==> src/rtl/button_click_classifier_macros.svh <==
// ---------------------------------------------------------------------------
// Button click classifier assertion macros
// Shared assertion forms, clocked on i_clk and disabled during reset.
// ---------------------------------------------------------------------------
`ifndef BUTTON_CLICK_CLASSIFIER_MACROS_SVH
`define BUTTON_CLICK_CLASSIFIER_MACROS_SVH

// The consequent must hold in the same cycle as the antecedent.
`define BCC_ASSERT_IMPL(name, ante, cons, msg) \
    name: assert property (@(posedge i_clk) disable iff (!i_rst_n) \
        (ante) |-> (cons)) else $error(msg);

// The consequent must hold in the cycle after the antecedent.
`define BCC_ASSERT_NEXT(name, ante, cons, msg) \
    name: assert property (@(posedge i_clk) disable iff (!i_rst_n) \
        (ante) |=> (cons)) else $error(msg);

`endif

==> src/rtl/bcc_pkg.sv <==
// ---------------------------------------------------------------------------
// Button click classifier package
// Shared widths, reset values, event codes and the level flag bundle.
// ---------------------------------------------------------------------------
package bcc_pkg;

    localparam int TIME_W = 32;
    localparam int CFG_W  = 16;
    localparam int IDX_W  = 2;

    localparam logic [CFG_W-1:0] DEBOUNCE_MS_RST   = 16'd50;
    localparam logic [CFG_W-1:0] LONG_PRESS_MS_RST = 16'd1000;
    localparam logic [CFG_W-1:0] DOUBLE_GAP_MS_RST = 16'd250;

    typedef enum logic [IDX_W-1:0] {
        REG_DEBOUNCE_MS   = 2'd0,
        REG_LONG_PRESS_MS = 2'd1,
        REG_DOUBLE_GAP_MS = 2'd2
    } t_reg_idx;

    typedef enum logic [1:0] {
        EV_NONE   = 2'd0,
        EV_SINGLE = 2'd1,
        EV_DOUBLE = 2'd2,
        EV_LONG   = 2'd3
    } t_click_event;

    typedef struct packed {
        logic stable;
        logic prior;
        logic toggle;
        logic rise;
        logic fall;
    } t_level_flags;

endpackage

==> src/rtl/bcc_debounce.sv <==
// ---------------------------------------------------------------------------
// Button click classifier debounce stage
// Debounces the raw level and derives edge pulses and the toggle level.
// ---------------------------------------------------------------------------
`include "button_click_classifier_macros.svh"

module bcc_debounce
    import bcc_pkg::*;
(
    input  logic              i_clk,
    input  logic              i_rst_n,
    input  logic              i_en,
    input  logic              i_raw,
    input  logic [TIME_W-1:0] i_now,
    input  logic [CFG_W-1:0]  i_debounce_ms,
    output t_level_flags      o_flags
);

    logic [TIME_W-1:0] r_stamp;
    logic              r_last_raw;
    logic              r_stable;
    logic              r_toggle;

    logic [TIME_W-1:0] n_stamp;
    logic [TIME_W-1:0] w_diff;
    logic              n_stable;
    logic              n_toggle;
    logic              n_rise;
    logic              n_fall;

    always_comb begin
        n_stamp  = (i_raw != r_last_raw) ? i_now : r_stamp;
        w_diff   = i_now - n_stamp;
        n_stable = (w_diff > {{(TIME_W-CFG_W){1'b0}}, i_debounce_ms}) ? i_raw : r_stable;
        n_rise   = n_stable & ~r_stable;
        n_fall   = ~n_stable & r_stable;
        n_toggle = r_toggle ^ n_rise;

        o_flags.stable = n_stable;
        o_flags.prior  = r_stable;
        o_flags.toggle = n_toggle;
        o_flags.rise   = n_rise;
        o_flags.fall   = n_fall;
    end

    always_ff @(posedge i_clk) begin
        if (!i_rst_n) begin
            r_stamp    <= '0;
            r_last_raw <= 1'b0;
            r_stable   <= 1'b0;
            r_toggle   <= 1'b0;
        end else if (i_en) begin
            r_stamp    <= n_stamp;
            r_last_raw <= i_raw;
            r_stable   <= n_stable;
            r_toggle   <= n_toggle;
        end
    end

    `BCC_ASSERT_NEXT(a_toggle_only_on_rise, !(i_en && n_rise), $stable(r_toggle), "toggle moved without a rising edge")
    `BCC_ASSERT_NEXT(a_stable_needs_steady_raw, i_en && (i_raw != r_last_raw), $stable(r_stable), "stable level moved on a raw change")

endmodule

==> src/rtl/bcc_click.sv <==
// ---------------------------------------------------------------------------
// Button click classifier click machine
// Classifies presses on the raw level into single, double and long events.
// ---------------------------------------------------------------------------
`include "button_click_classifier_macros.svh"

module bcc_click
    import bcc_pkg::*;
(
    input  logic              i_clk,
    input  logic              i_rst_n,
    input  logic              i_en,
    input  logic              i_raw,
    input  logic [TIME_W-1:0] i_now,
    input  logic [CFG_W-1:0]  i_debounce_ms,
    input  logic [CFG_W-1:0]  i_long_press_ms,
    input  logic [CFG_W-1:0]  i_double_gap_ms,
    output t_click_event      o_event
);

    typedef enum logic [1:0] {
        PH_IDLE         = 2'd0,
        PH_DOWN         = 2'd1,
        PH_WAIT_DOUBLE  = 2'd2,
        PH_WAIT_RELEASE = 2'd3
    } t_phase;

    t_phase            r_phase;
    t_phase            n_phase;
    logic [TIME_W-1:0] r_stamp;
    logic [TIME_W-1:0] n_stamp;
    logic [TIME_W-1:0] w_elapsed;
    logic              w_gt_debounce;
    logic              w_gt_long;
    logic              w_gt_gap;
    t_click_event      n_event;

    always_comb begin
        w_elapsed     = i_now - r_stamp;
        w_gt_debounce = w_elapsed > {{(TIME_W-CFG_W){1'b0}}, i_debounce_ms};
        w_gt_long     = w_elapsed > {{(TIME_W-CFG_W){1'b0}}, i_long_press_ms};
        w_gt_gap      = w_elapsed > {{(TIME_W-CFG_W){1'b0}}, i_double_gap_ms};
        n_phase       = r_phase;
        n_stamp       = r_stamp;
        n_event       = EV_NONE;
        unique case (r_phase)
            PH_IDLE: begin
                if (i_raw) begin
                    n_phase = PH_DOWN;
                    n_stamp = i_now;
                end
            end
            PH_DOWN: begin
                priority if (i_raw && w_gt_long) begin
                    n_event = EV_LONG;
                    n_phase = PH_WAIT_RELEASE;
                end else if (!i_raw && w_gt_debounce) begin
                    n_phase = PH_WAIT_DOUBLE;
                    n_stamp = i_now;
                end
            end
            PH_WAIT_DOUBLE: begin
                priority if (w_gt_gap) begin
                    n_event = EV_SINGLE;
                    n_phase = PH_IDLE;
                end else if (i_raw && w_gt_debounce) begin
                    n_event = EV_DOUBLE;
                    n_phase = PH_WAIT_RELEASE;
                end
            end
            PH_WAIT_RELEASE: begin
                if (!i_raw && w_gt_debounce) begin
                    n_phase = PH_IDLE;
                end
            end
            default: begin
                n_phase = PH_IDLE;
            end
        endcase
        o_event = n_event;
    end

    always_ff @(posedge i_clk) begin
        if (!i_rst_n) begin
            r_phase <= PH_IDLE;
            r_stamp <= '0;
        end else if (i_en) begin
            r_phase <= n_phase;
            r_stamp <= n_stamp;
        end
    end

    `BCC_ASSERT_IMPL(a_long_from_down, i_en && (n_event == EV_LONG), r_phase == PH_DOWN, "long press outside the down phase")
    `BCC_ASSERT_IMPL(a_double_from_wait, i_en && (n_event == EV_DOUBLE), r_phase == PH_WAIT_DOUBLE, "double click outside the gap phase")

endmodule

==> src/rtl/button_click_classifier.sv <==
// ---------------------------------------------------------------------------
// Button click classifier
// Debounces polled button samples and reports single, double and long clicks.
// ---------------------------------------------------------------------------
// Each input item is one poll (raw level and a wrapping millisecond time) and
// yields exactly one result item. The block takes one poll per clock unless the
// output stalls: a poll is captured in an input register, debounce and click
// work for it is done on the stored state, and the result is held in an output
// register. A waiting result does not stop the next poll being captured while
// the input register is empty. The user must write the three thresholds through
// the register port only while no poll is in flight; the block does not check.
`include "button_click_classifier_macros.svh"

module button_click_classifier
    import bcc_pkg::*;
(
    input  logic             i_clk,
    input  logic             i_rst_n,
    input  logic             s_axis_tvalid,
    output logic             s_axis_tready,
    input  logic [39:0]      s_axis_tdata,  // raw_level, now_ms[31:0], zero pad
    output logic             m_axis_tvalid,
    input  logic             m_axis_tready,
    output logic [7:0]       m_axis_tdata,  // stable_level, prior_level,
                                            // toggle_level, rise_pulse,
                                            // fall_pulse, click_event[1:0], pad
    input  logic             i_cfg_we,
    input  logic [IDX_W-1:0] i_cfg_idx,
    input  logic [CFG_W-1:0] i_cfg_data
);

    logic [CFG_W-1:0]  r_debounce_ms;
    logic [CFG_W-1:0]  r_long_press_ms;
    logic [CFG_W-1:0]  r_double_gap_ms;

    logic              r_in_valid;
    logic              r_in_raw;
    logic [TIME_W-1:0] r_in_now;
    logic              r_out_valid;
    t_level_flags      r_out_flags;
    t_click_event      r_out_event;

    logic              w_advance;
    logic              w_take;
    logic              w_fire;
    t_level_flags      w_flags;
    t_click_event      w_event;

    always_ff @(posedge i_clk) begin
        if (!i_rst_n) begin
            r_debounce_ms   <= DEBOUNCE_MS_RST;
            r_long_press_ms <= LONG_PRESS_MS_RST;
            r_double_gap_ms <= DOUBLE_GAP_MS_RST;
        end else if (i_cfg_we) begin
            unique case (i_cfg_idx)
                REG_DEBOUNCE_MS:   r_debounce_ms   <= i_cfg_data;
                REG_LONG_PRESS_MS: r_long_press_ms <= i_cfg_data;
                REG_DOUBLE_GAP_MS: r_double_gap_ms <= i_cfg_data;
                default: begin
                end
            endcase
        end
    end

    assign w_advance     = !r_out_valid || m_axis_tready;
    assign s_axis_tready = !r_in_valid || w_advance;
    assign w_take        = s_axis_tvalid && s_axis_tready;
    assign w_fire        = r_in_valid && w_advance;

    always_ff @(posedge i_clk) begin
        if (!i_rst_n) begin
            r_in_valid  <= 1'b0;
            r_out_valid <= 1'b0;
        end else begin
            r_in_valid <= w_take || (r_in_valid && !w_advance);
            if (w_advance) begin
                r_out_valid <= r_in_valid;
            end
        end
    end

    always_ff @(posedge i_clk) begin
        if (w_take) begin
            r_in_raw <= s_axis_tdata[0];
            r_in_now <= s_axis_tdata[TIME_W:1];
        end
        if (w_fire) begin
            r_out_flags <= w_flags;
            r_out_event <= w_event;
        end
    end

    bcc_debounce u_debounce (
        .i_clk         (i_clk),
        .i_rst_n       (i_rst_n),
        .i_en          (w_fire),
        .i_raw         (r_in_raw),
        .i_now         (r_in_now),
        .i_debounce_ms (r_debounce_ms),
        .o_flags       (w_flags)
    );

    bcc_click u_click (
        .i_clk           (i_clk),
        .i_rst_n         (i_rst_n),
        .i_en            (w_fire),
        .i_raw           (r_in_raw),
        .i_now           (r_in_now),
        .i_debounce_ms   (r_debounce_ms),
        .i_long_press_ms (r_long_press_ms),
        .i_double_gap_ms (r_double_gap_ms),
        .o_event         (w_event)
    );

    assign m_axis_tvalid = r_out_valid;
    assign m_axis_tdata  = {1'b0, r_out_event, r_out_flags.fall, r_out_flags.rise,
                            r_out_flags.toggle, r_out_flags.prior, r_out_flags.stable};

    `BCC_ASSERT_NEXT(a_in_held_on_stall, r_in_valid && !w_advance, r_in_valid && $stable(r_in_now), "input item lost under stall")
    `BCC_ASSERT_IMPL(a_edge_exclusive, r_out_valid, !(r_out_flags.rise && r_out_flags.fall), "rise and fall in one item")

endmodule
==> config.mk <==
export PLATFORM = sky130hd
export DESIGN_NAME = button_click_classifier
export DESIGN_NICKNAME = d
export VERILOG_FILES = /design/src/rtl/bcc_pkg.sv /design/src/rtl/bcc_debounce.sv /design/src/rtl/bcc_click.sv /design/src/rtl/button_click_classifier.sv
export VERILOG_INCLUDE_DIRS = /design/src /design/src/rtl
export SDC_FILE = /design/constraint.sdc
export NUM_CORES = 1
export LEC_CHECK = 0
export ABC_AREA = 1
export BUFFER_PORTS_ARGS = -buffer_cell sky130_fd_sc_hd__buf_4
export CORE_MARGIN = 2
export CORE_UTILIZATION = 25
export DETAILED_ROUTE_END_ITERATION = 16
export GPL_TIMING_DRIVEN = 0
export PLACE_DENSITY_LB_ADDON = 0.15
export SETUP_SLACK_MARGIN = 0.02
export SLEW_MARGIN = 20
export SYNTH_ARGS = -nofsm -noshare
export SYNTH_HDL_FRONTEND = slang
export SYNTH_SLANG_ARGS = --single-unit
==> constraint.sdc <==
create_clock -name i_clk -period 5.3 [get_ports i_clk]
set_clock_uncertainty 0.1 [all_clocks]
set_input_delay 1.06 -clock i_clk [delete_from_list [all_inputs] [get_ports i_clk]]
set_output_delay 1.06 -clock i_clk [all_outputs]
set_load 0.01 [all_outputs]
### After elaboration in Yosys (flattened, before gate mapping)

Cells that the tools add are included.

| word-level totals | value |
|---|---|
| word-level logic and storage cells | 80 |
| register bits | 159 |
| input bits | 63 |
| output and inout bits | 10 |

| cells by class | value |
|---|---|
| $add $sub $neg | 2 |
| multiplexer cells | 17 |
| bitwise operators | 5 |
| equality and inequality tests | 12 |
| $lt $le $gt $ge | 4 |
| reductions and logical operators | 21 |

Operators by type and width:

| kind | count |
|---|---|
| 32-bit by 16-bit > comparator with 1-bit output | 4 |
| 32-bit two-way mux | 4 |
| 32-bit case mux with 2 select lines | 1 |
| 32-bit subtractor | 2 |
| 2-bit two-way mux | 9 |
| 5-bit AND reduction | 2 |
| 2-bit case mux with 4 select lines | 1 |
| 2-bit equality test, second input constant | 3 |
| 1-bit logical AND | 6 |
| 3-bit by 1-bit != test with 1-bit output, second input constant | 2 |
| 2-bit AND reduction | 3 |
| 2-bit by 1-bit equality test with 1-bit output, second input constant | 2 |
| 1-bit zero test | 4 |
| 2-bit zero test | 2 |
| 2-bit by 1-bit != test with 1-bit output, second input constant | 2 |
| 2-bit != test, second input constant | 2 |
| 2-bit case mux with 2 select lines | 1 |
| 1-bit logical OR | 3 |
| 1-bit bitwise AND | 2 |
| 1-bit NOT | 2 |
| 2-bit nonzero test | 1 |
| 1-bit two-way mux | 1 |
| 1-bit != test | 1 |
| 1-bit XOR | 1 |

### Depth between registers and ports, before layout

Gate-level depths: netlist of run 1.

| logic depth | value |
|---|---|
| depth after elaboration | 7 |
| gate-level depth with buffers | 37 |
| depth with buffers taken out | 34 |

### Modules after synthesis

Synthesis of run 1 repeated with hierarchy kept, for this count alone.

| second synthesis, totals | value |
|---|---|
| cell total of the unflattened synthesis | 2121 |
| area total of the unflattened synthesis | 13460.4 µm² |

By module, submodules not included:

| module | sequential area each (µm²) | area an instance (µm²) | instances | cells each |
|---|---|---|---|---|
| bcc_click | 680.7 | 5467.7 | 1 | 933 |
| bcc_debounce | 700.7 | 4764.6 | 1 | 849 |
| button_click_classifier | 2202.1 | 3228.1 | 1 | 339 |

### Least setup slack after synthesis of run 1

No wires, ideal clock.

| timing | value |
|---|---|
| path kind | register to register |
| start | reg r_in_raw |
| end | reg r_out_flags, in the netlist m_axis_tdata[2] (data pin) |
| buffers on the path | 3 |
| data arrival time | 4101 ps |
| stages on the path, launching flop included | 33 |
| period minus slack after synthesis | 4455 ps |
| required time | 4946 ps |
| slack | 845 ps |
| library setup time | 254 ps |
| cell sequence | edfxtp_1 > buf_6 > inv_2 > nand2_1 > nand2_1 > buf_2 > buf_1 > o21ai_0 > ha_1 > a21o_1 > a21oi_4 > inv_1 > nand2_1 > nand2_2 > nand2_1 > nand2_2 > xor2_1 > ha_1 > nand2_1 > inv_1 > nand3_1 > nor3_1 > o21ai_0 > o2111ai_1 > nand2_1 > nand2_1 > nor2_1 > nand3_1 > nor2_1 > nand2_2 > nand3_1 > nand2_1 > nand2_1 |

| between the ends | value |
|---|---|
| cells in the longest elaborated chain, start to end | 7 |

RTL lines:

| element | line | text |
|---|---|---|
| from (decl) | button_click_classifier.sv:37 | `logic r_in_raw;` |
| from (signal assigned) | button_click_classifier.sv:84 | `r_in_raw <= s_axis_tdata[0];` |
| 1-bit != test | bcc_debounce.sv:32 | `n_stamp = (i_raw != r_last_raw) ? i_now : r_stamp;` |
| 32-bit two-way mux | bcc_debounce.sv:32 |  |
| 32-bit subtractor | bcc_debounce.sv:33 | `w_diff = i_now - n_stamp;` |
| 32-bit by 16-bit > comparator with 1-bit output | bcc_debounce.sv:34 | `n_stable = (w_diff > {{(TIME_W-CFG_W){1'b0}}, i_debounce_ms}) ? i_raw : r_stable;` |
| 1-bit two-way mux (*) | bcc_debounce.sv:34 |  |
| 1-bit bitwise AND (*) | bcc_debounce.sv:35 | `n_rise = n_stable & ~r_stable;` |
| 1-bit XOR (*) | bcc_debounce.sv:37 | `n_toggle = r_toggle ^ n_rise;` |
| net u_debounce.n_toggle | bcc_debounce.sv:27 | `logic n_toggle;` |
| to (signal assigned) | button_click_classifier.sv:88 | `r_out_flags <= w_flags;` |
| to (decl) | button_click_classifier.sv:40 | `t_level_flags r_out_flags;` |

Mark *: on every way through the listed nets, which the timed path passes. The rest lies on a longest branch.
A chain may end at the register's enable or synchronous reset.

### Worst setup path after layout of run 1

| timing | value |
|---|---|
| start | reg r_in_raw |
| end | reg r_out_flags, in the netlist m_axis_tdata[4] (data pin) |

| between the ends | value |
|---|---|
| cells in the longest elaborated chain, start to end | 7 |

RTL lines:

| element | line | text |
|---|---|---|
| 1-bit != test | bcc_debounce.sv:32 |  |
| 32-bit two-way mux | bcc_debounce.sv:32 |  |
| 32-bit subtractor | bcc_debounce.sv:33 |  |
| 32-bit by 16-bit > comparator with 1-bit output | bcc_debounce.sv:34 |  |
| 1-bit two-way mux (*) | bcc_debounce.sv:34 |  |
| net u_debounce.n_stable | bcc_debounce.sv:26 | `logic n_stable;` |
| 1-bit NOT (*) | bcc_debounce.sv:36 | `n_fall = ~n_stable & r_stable;` |
| 1-bit bitwise AND (*) | bcc_debounce.sv:36 |  |
| net u_debounce.n_fall | bcc_debounce.sv:29 | `logic n_fall;` |

Marked as above.

==> run summary, run 1 <==
Worst setup EP type -> register
Pin count of the biggest net entering global routing -> 32
Top FF cell, synth -> dfxtp_1
GRT Overall Usage -> 0.160
DR pass1 iterations -> 5
First-pass GRT wire length -> 60.7 mm
Power per standard cell area -> 288 nW/um^2
Setup violators final -> 0
Placed Cells -> 2394
RSZ-0062 raised after global routing -> false
DRC violations left -> 0
WL/cell -> 16.0 um
Net Count, Synth -> 1908
Synth-to-layout area growth -> 16.1%
Max capacitance violation total -> 0
Site row count -> 80
DRT antenna net count -> 0
Slowest-stage cell, CP -> edfxtp_1
Placed Area -> 13300 sq um
Worst slew pin tran -> 1180 ps
Die Area -> 49800 sq um
DR iter-0 viols -> 483
# H-tree levels -> 4
DPL Wire Length -> 32.6 mm
Fillers -> 5256
Post-synth top area cell -> dfxtp_1
I/O Pins -> 73
Register area -> 3580 sq um
Core ar. -> 47500 sq um
Tcrit/Tclk final -> 0.938
Most used cell, CP -> nand2_1
Area of the mapped netlist -> 12000 sq um
Overflow after GRT -> 0
Slew headroom -> 0.216
Fmax -> 201 MHz
Clk root buf -> clkbuf_16
Min Clock Period, post-route -> 4970 ps
Final hold violations -> 0
Clock buffer count from CTS -> 17
Hold Crit Class -> reg -> reg
Final Max Tran Viols -> 0
Hold Startpoint -> u_debounce.r_stable
VDD IR max -> 0.000263 V
Synth area leaders -> dfxtp_1, ha_1, nand2_1
Antenna diodes -> 0
CTS Buffer Depth -> 2
Worst Setup Start Kind -> register
Area of the multi-input gates -> 7180 sq um
Vias in the first global route -> 10601
Final Cell Area -> 13900 sq um
DR vias -> 11041
Most frequent cells in the layout -> nand2_1, inv_1, a21oi_1, ha_1, nor2_1
Die Width -> 223 um
Synth Instances -> 1715
Clock sinks -> 159
Status -> complete, no violations
Critical Path Source -> r_in_raw
Async SR Flop Fraction -> 0
Critical Path Max Stage Delay -> 370 ps
CTS tree -> done
Endpoint required time on the critical path -> 5410 ps
Worst R2R Setup Slack -> 330 ps
Number of synthesized flops with an enable pin -> 40
Worst r2r src -> r_in_raw
Critical path class -> reg -> reg
Post-synthesis cell type count -> 48
Final wirelength -> 38.9 mm
Initial Util -> 0.252
Share of cells above drive strength 1 -> 0.0894
CP Max Fanout -> 10
Placement Setup Slack -> -486 ps
Commonest non-fill, non-tap cell in the layout -> nand2_1
Initial antenna violation count -> 1
Worst-skew pair later-pin latency -> 460 ps
YS warnings -> 0
Register area share after synthesis -> 0.299
LEAKAGE -> 6.55 nW
IO Port Bufs -> 63
Non-Filler Instances -> 2427
Share of the synthesized area in the top cell type -> 0.199
Arr. time, crit path -> 5080 ps
Die Y -> 223 um
Fin nets -> 1992
Global placer's final weighted congestion -> 0.858
Fin Setup TNS -> 0 ps
CTS clock-pin slew for the worst setup and hold paths -> 70 ps
Synth Area per Inst -> 7.00 sq um
Worst Hold Slack -> 334 ps
PnR worst setup slack -> 330 ps
Via density -> 4.55
Register bit total from synthesis -> 159
Hold buffer count at CTS -> 0
==> repair_timing <==
item / CTS / global route
gates resized for setup: 9 / 20
cloned: 0 / 0
endpoints found under the setup margin: 6 / 6
pin swaps: 0 / 1
setup buffers: 0 / 1
==> cells in the mapped netlist, types with 3 or more instances <==
master / instances
ha_1: 128
xnor2_1: 3
nand3_1: 69
nand2_1: 408
inv_2: 6
clkbuf_1: 24
inv_1: 287
a31oi_1: 10
dfxtp_1: 119
o211ai_1: 48
o221ai_1: 3
a21boi_0: 3
a211oi_1: 4
a21oi_1: 154
o21ai_0: 106
edfxtp_1: 40
xor2_1: 32
o21a_1: 6
nand3_2: 9
nor3_1: 16
nand3b_1: 4
buf_2: 4
o21bai_1: 13
buf_1: 6
mux2i_1: 26
nand4_1: 16
nor2_1: 120
nand2_2: 8
buf_6: 5
nor2_2: 6
a21o_1: 8
==> layout make-up <==
cell class | count | share of cell area
multi-input combinational | 1223 | 0.515
sequential | 159 | 0.257
inverter | 293 | 0.0789
tap | 615 | 0.0552
timing repair buffer | 65 | 0.0359
clock buffer | 19 | 0.0341
buffer | 40 | 0.0159
clock inverter | 13 | 0.00727
==> where the power goes <==
group          internal, mW  switching [mW]
clock                 0.664           0.587
combinational         0.504           0.888
sequential             1.32          0.0489
total                  2.49            1.52
==> logic make-up after synthesis <==
group,Yosys count,synth area share
and+or+nand+nor,666,0.234
AOI/OAI and AO/OA,365,0.175
buffers and inverters,333,0.108
DFF,159,0.299
adders and majority gates,130,0.137
xor gates and xnor gates,35,0.0255
muxes,26,0.0217
other,1,0.000313
==> path summary, 6_finish.rpt <==
path,depth (start not counted),end
setup / recovery,28,m_axis_tdata[4]
hold / removal,0,m_axis_tdata[1]
setup reg to reg,28,m_axis_tdata[4]
hold reg to reg,0,m_axis_tdata[1]
==> registers in the layout (all words and copies together) (netlist names), 2 cells and up <==
| name | cells |
|---|---|
| r_long_press_ms | 16 |
| r_double_gap_ms | 16 |
| r_out_event | 2 |
| r_in_now | 32 |
| r_debounce_ms | 16 |
| u_debounce.r_stamp | 32 |
| u_click.r_phase | 2 |
| m_axis_tdata | 5 |
| u_click.r_stamp | 32 |
==> per-layer routing <==
| metal | GRT usage | vias up | share of wire |
|---|---|---|---|
| met3 | 0.0241 | 23 | 0.030 |
| met1 | 0.215 | 5065 | 0.49 |
| met2 | 0.270 | 142 | 0.46 |
| li1 | - | 5811 | - |
| met5 | 0 | - | 0 |
| met4 | 0.0333 | 0 | 0.010 |
==> worst max-delay path: cells and delay by family (launching register included) <==
kind / cells / cell delay [ps]
adders and majority gates: 2 / 660
buffers and inverters: 5 / 700
AOI/OAI and AO/OA: 7 / 1170
xor gates and xnor gates: 1 / 220
and+or+nand+nor: 12 / 1210
muxes: 1 / 290
DFF: 1 / 370
==> stage by stage <==
stage          power, mW  utilization
2_1_floorplan       2.35            -
3_3_place_gp        2.75        0.279
3_5_place_dp        2.77        0.279
4_1_cts             4.05        0.291
5_1_grt             4.31        0.293
6_report            4.01        0.293
Power figures use the tool's default switching activity.
==> inputs of run 2 (changes only) <==
- GPL_TIMING_DRIVEN: 0 -> default
==> run 2 against run 1 <==
Compared with the run above:
- sequential power barely moved
- cell area fell by 0.94%
- largest cell class unchanged
- die area did not move
- register-to-register slack improved by 220 ps
- combinational power fell by 3%
- clock-buffer cell count rose by 1
- critical path type unchanged
- non-clock buffer count fell by 27
- power barely moved
- largest power group is now sequential cells
- critical endpoint is now m_axis_tdata[2]
- core utilization fell by 0.28 points
- sequential share of layout area rose by 0.24 points
==> run summary, run 2 (same netlist as run 1, synthesis figures left out) <==
GRT Overall Usage -> 0.152 (-0.00754)
Overflow after GRT -> 0 (unchanged)
Commonest non-fill, non-tap cell in the layout -> nand2_1
Die Area -> 49800 sq um (unchanged)
Critical path class -> reg -> reg
DRC violations left -> 0 (unchanged)
Critical Path Max Stage Delay -> 490 ps (+120 ps)
Max capacitance violation total -> 0 (unchanged)
Placed Area -> 13200 sq um (-0.82%)
Worst R2R Setup Slack -> 550 ps (+220 ps)
Core ar. -> 47500 sq um (unchanged)
Min Clock Period, post-route -> 4750 ps (-221 ps)
DR pass1 iterations -> 5 (unchanged)
Clk root buf -> clkbuf_16
Net switching power -> 1.50 mW (-1.4%)
CTS tree -> done
Worst Setup Start Kind -> register
Top flop regs -> r_in_now (32), u_click.r_stamp (32), u_debounce.r_stamp (32)
Final hold violations -> 0 (unchanged)
CP Max Fanout -> 30 (+20)
Slew headroom -> 0.494 (+0.278)
Worst-skew pair later-pin latency -> 460 ps (about the same)
Worst slew pin tran -> 759 ps (-417 ps)
LEAKAGE -> 6.55 nW (about the same)
Share of cells above drive strength 1 -> 0.0829 (-0.00649)
Fillers -> 5187 (-1.3%)
Hold buffer count at CTS -> 0 (unchanged)
WL/cell -> 15.3 um (-4.3%)
Hold Crit Class -> reg -> reg
DRT antenna net count -> 0 (unchanged)
Sw Share -> 0.374 (-0.00571)
Fin nets -> 1965 (-1.4%)
Critical Path Source -> r_in_raw
Endpoint required time on the critical path -> 5410 ps (about the same)
R2R depth -> 28 (unchanged)
RSZ-0062 raised after global routing -> false
Pint -> 2.51 mW (+1.0%)
Worst Setup EP -> m_axis_tdata[2]
Reg-to-Reg End -> m_axis_tdata[2]
Most frequent cells in the layout -> nand2_1, inv_1, a21oi_1, ha_1, nor2_1
DR iter-0 viols -> 589 (+22%)
Clock buffer count from CTS -> 17 (unchanged)
Final Cell Area -> 13800 sq um (-0.94%)
Tcrit/Tclk final -> 0.896 (-0.0417)
VDD IR max -> 0.000271 V (+3.2%)
First-pass GRT wire length -> 58.4 mm (-3.8%)
Setup violators final -> 0 (unchanged)
Status -> complete, no violations
Clock sinks -> 159 (unchanged)
Final Total Pwr -> 4.01 mW (about the same)
Initial antenna violation count -> 0 (-1)
Site row count -> 80 (unchanged)
Worst r2r src -> r_in_raw
Fin Setup TNS -> 0 ps (unchanged)
IO Port Bufs -> 64 (+1.6%)
Pin count of the biggest net entering global routing -> 69 (+120%)
Final Max Tran Viols -> 0 (unchanged)
Final wirelength -> 36.8 mm (-5.3%)
Comb pwr share -> 0.336 (-0.011)
Power per standard cell area -> 291 nW/um^2 (+1.0%)
Placement Setup Slack -> 429 ps (+916 ps)
CTS clock-pin slew for the worst setup and hold paths -> 70 ps (about the same)
Global placer's final weighted congestion -> 0.878 (+2.4%)
Slowest-stage cell, CP -> edfxtp_1
Sequential Power Share -> 0.341 (about the same)
# H-tree levels -> 4 (unchanged)
DPL Wire Length -> 29.9 mm (-8.3%)
PnR worst setup slack -> 551 ps (+221 ps)
I/O Pins -> 73 (unchanged)
DR vias -> 10701 (-3.1%)
Fmax -> 211 MHz (+4.6%)
Synth-to-layout area growth -> 15.0%
Most used cell, CP -> nand2_1
Die Width -> 223 um (unchanged)
Via density -> 4.46 (-2.0%)
Clk pwr share -> 0.323 (+0.011)
Arr. time, crit path -> 4860 ps (-220 ps)
CTS Buffer Depth -> 2 (unchanged)
Worst setup EP type -> register
Die Y -> 223 um (unchanged)
Initial Util -> 0.252 (unchanged)
Vias in the first global route -> 10472 (-1.2%)
Antenna diodes -> 0 (unchanged)
[run 2: cell types whose count changed in the layout (fill, tap and decap cells not counted), sizes merged]
cell,change
clkbuf,-23
clkinv,-2
buf,-3
inv,+1
[run 2: stage by stage]
stage                     hold slack (ps)   util  cells
after detailed placement              315  0.277   2364
final                                 331  0.290   2400
after global routing                  338  0.290   2400
after floorplan                       308      -   1715
after global placement                321  0.277   2364
after CTS                             333  0.290   2396
[run 2: worst min-delay path by stage]
| stage | endpoint | cells past startpoint | start |
|---|---|---|---|
| after floorplan | m_axis_tdata[1] | 0 | u_debounce.r_stable |
| after global placement | m_axis_tdata[1] | 0 | u_debounce.r_stable |
| after detailed placement | m_axis_tdata[1] | 0 | u_debounce.r_stable |
| after CTS | m_axis_tdata[1] | 0 | u_debounce.r_stable |
| after global routing | m_axis_tdata[1] | 0 | u_debounce.r_stable |
| final | m_axis_tdata[1] | 0 | u_debounce.r_stable |
[run 2: layout make-up]
class / count / area [sq um] / share of cell area
multi-input cells: 1223 / 7120 / 0.516
flip-flops and latches: 159 / 3580 / 0.260
inverters: 293 / 1100 / 0.0797
well taps: 615 / 769 / 0.0558
repair buffers: 78 / 611 / 0.0442
clock buffers: 20 / 500 / 0.0363
clock inverters: 12 / 114 / 0.00825
[run 2: layer usage]
layer / routed length (um) / track usage / share of wire
met3: 953 / 0.0246 / 0.026
met4: 912 / 0.0537 / 0.025
met1: 18400 / 0.202 / 0.50
met5: 0 / 0 / 0
met2: 16600 / 0.249 / 0.45
[run 2: worst max-delay path, delay by kind of cell (launching register included)]
kind,cells,cell delay [ps]
AND/OR/NAND/NOR,15,1480
AO/OA/AOI/OAI,5,870
adder cells (fa/ha/maj),2,610
buffers and inverters,4,530
flip-flops,1,490
multiplexers,1,260
XOR/XNOR,1,160
[run 2: power groups by stage]
stage / clock network (mW) / registers [mW] / logic, mW
2_1_floorplan: 0 / 1.37 / 0.976
6_report: 1.30 / 1.37 / 1.35
3_3_place_gp: 0 / 1.40 / 1.33
4_1_cts: 1.35 / 1.37 / 1.36
5_1_grt: 1.38 / 1.38 / 1.56
3_5_place_dp: 0 / 1.40 / 1.35
[run 2: repair_timing]
| item | 4_1_cts | 5_1_grt |
|---|---|---|
| buffers inserted | 0 | 4 |
| setup endpoints to repair | 0 | 3 |
| resized for setup | 0 | 2 |
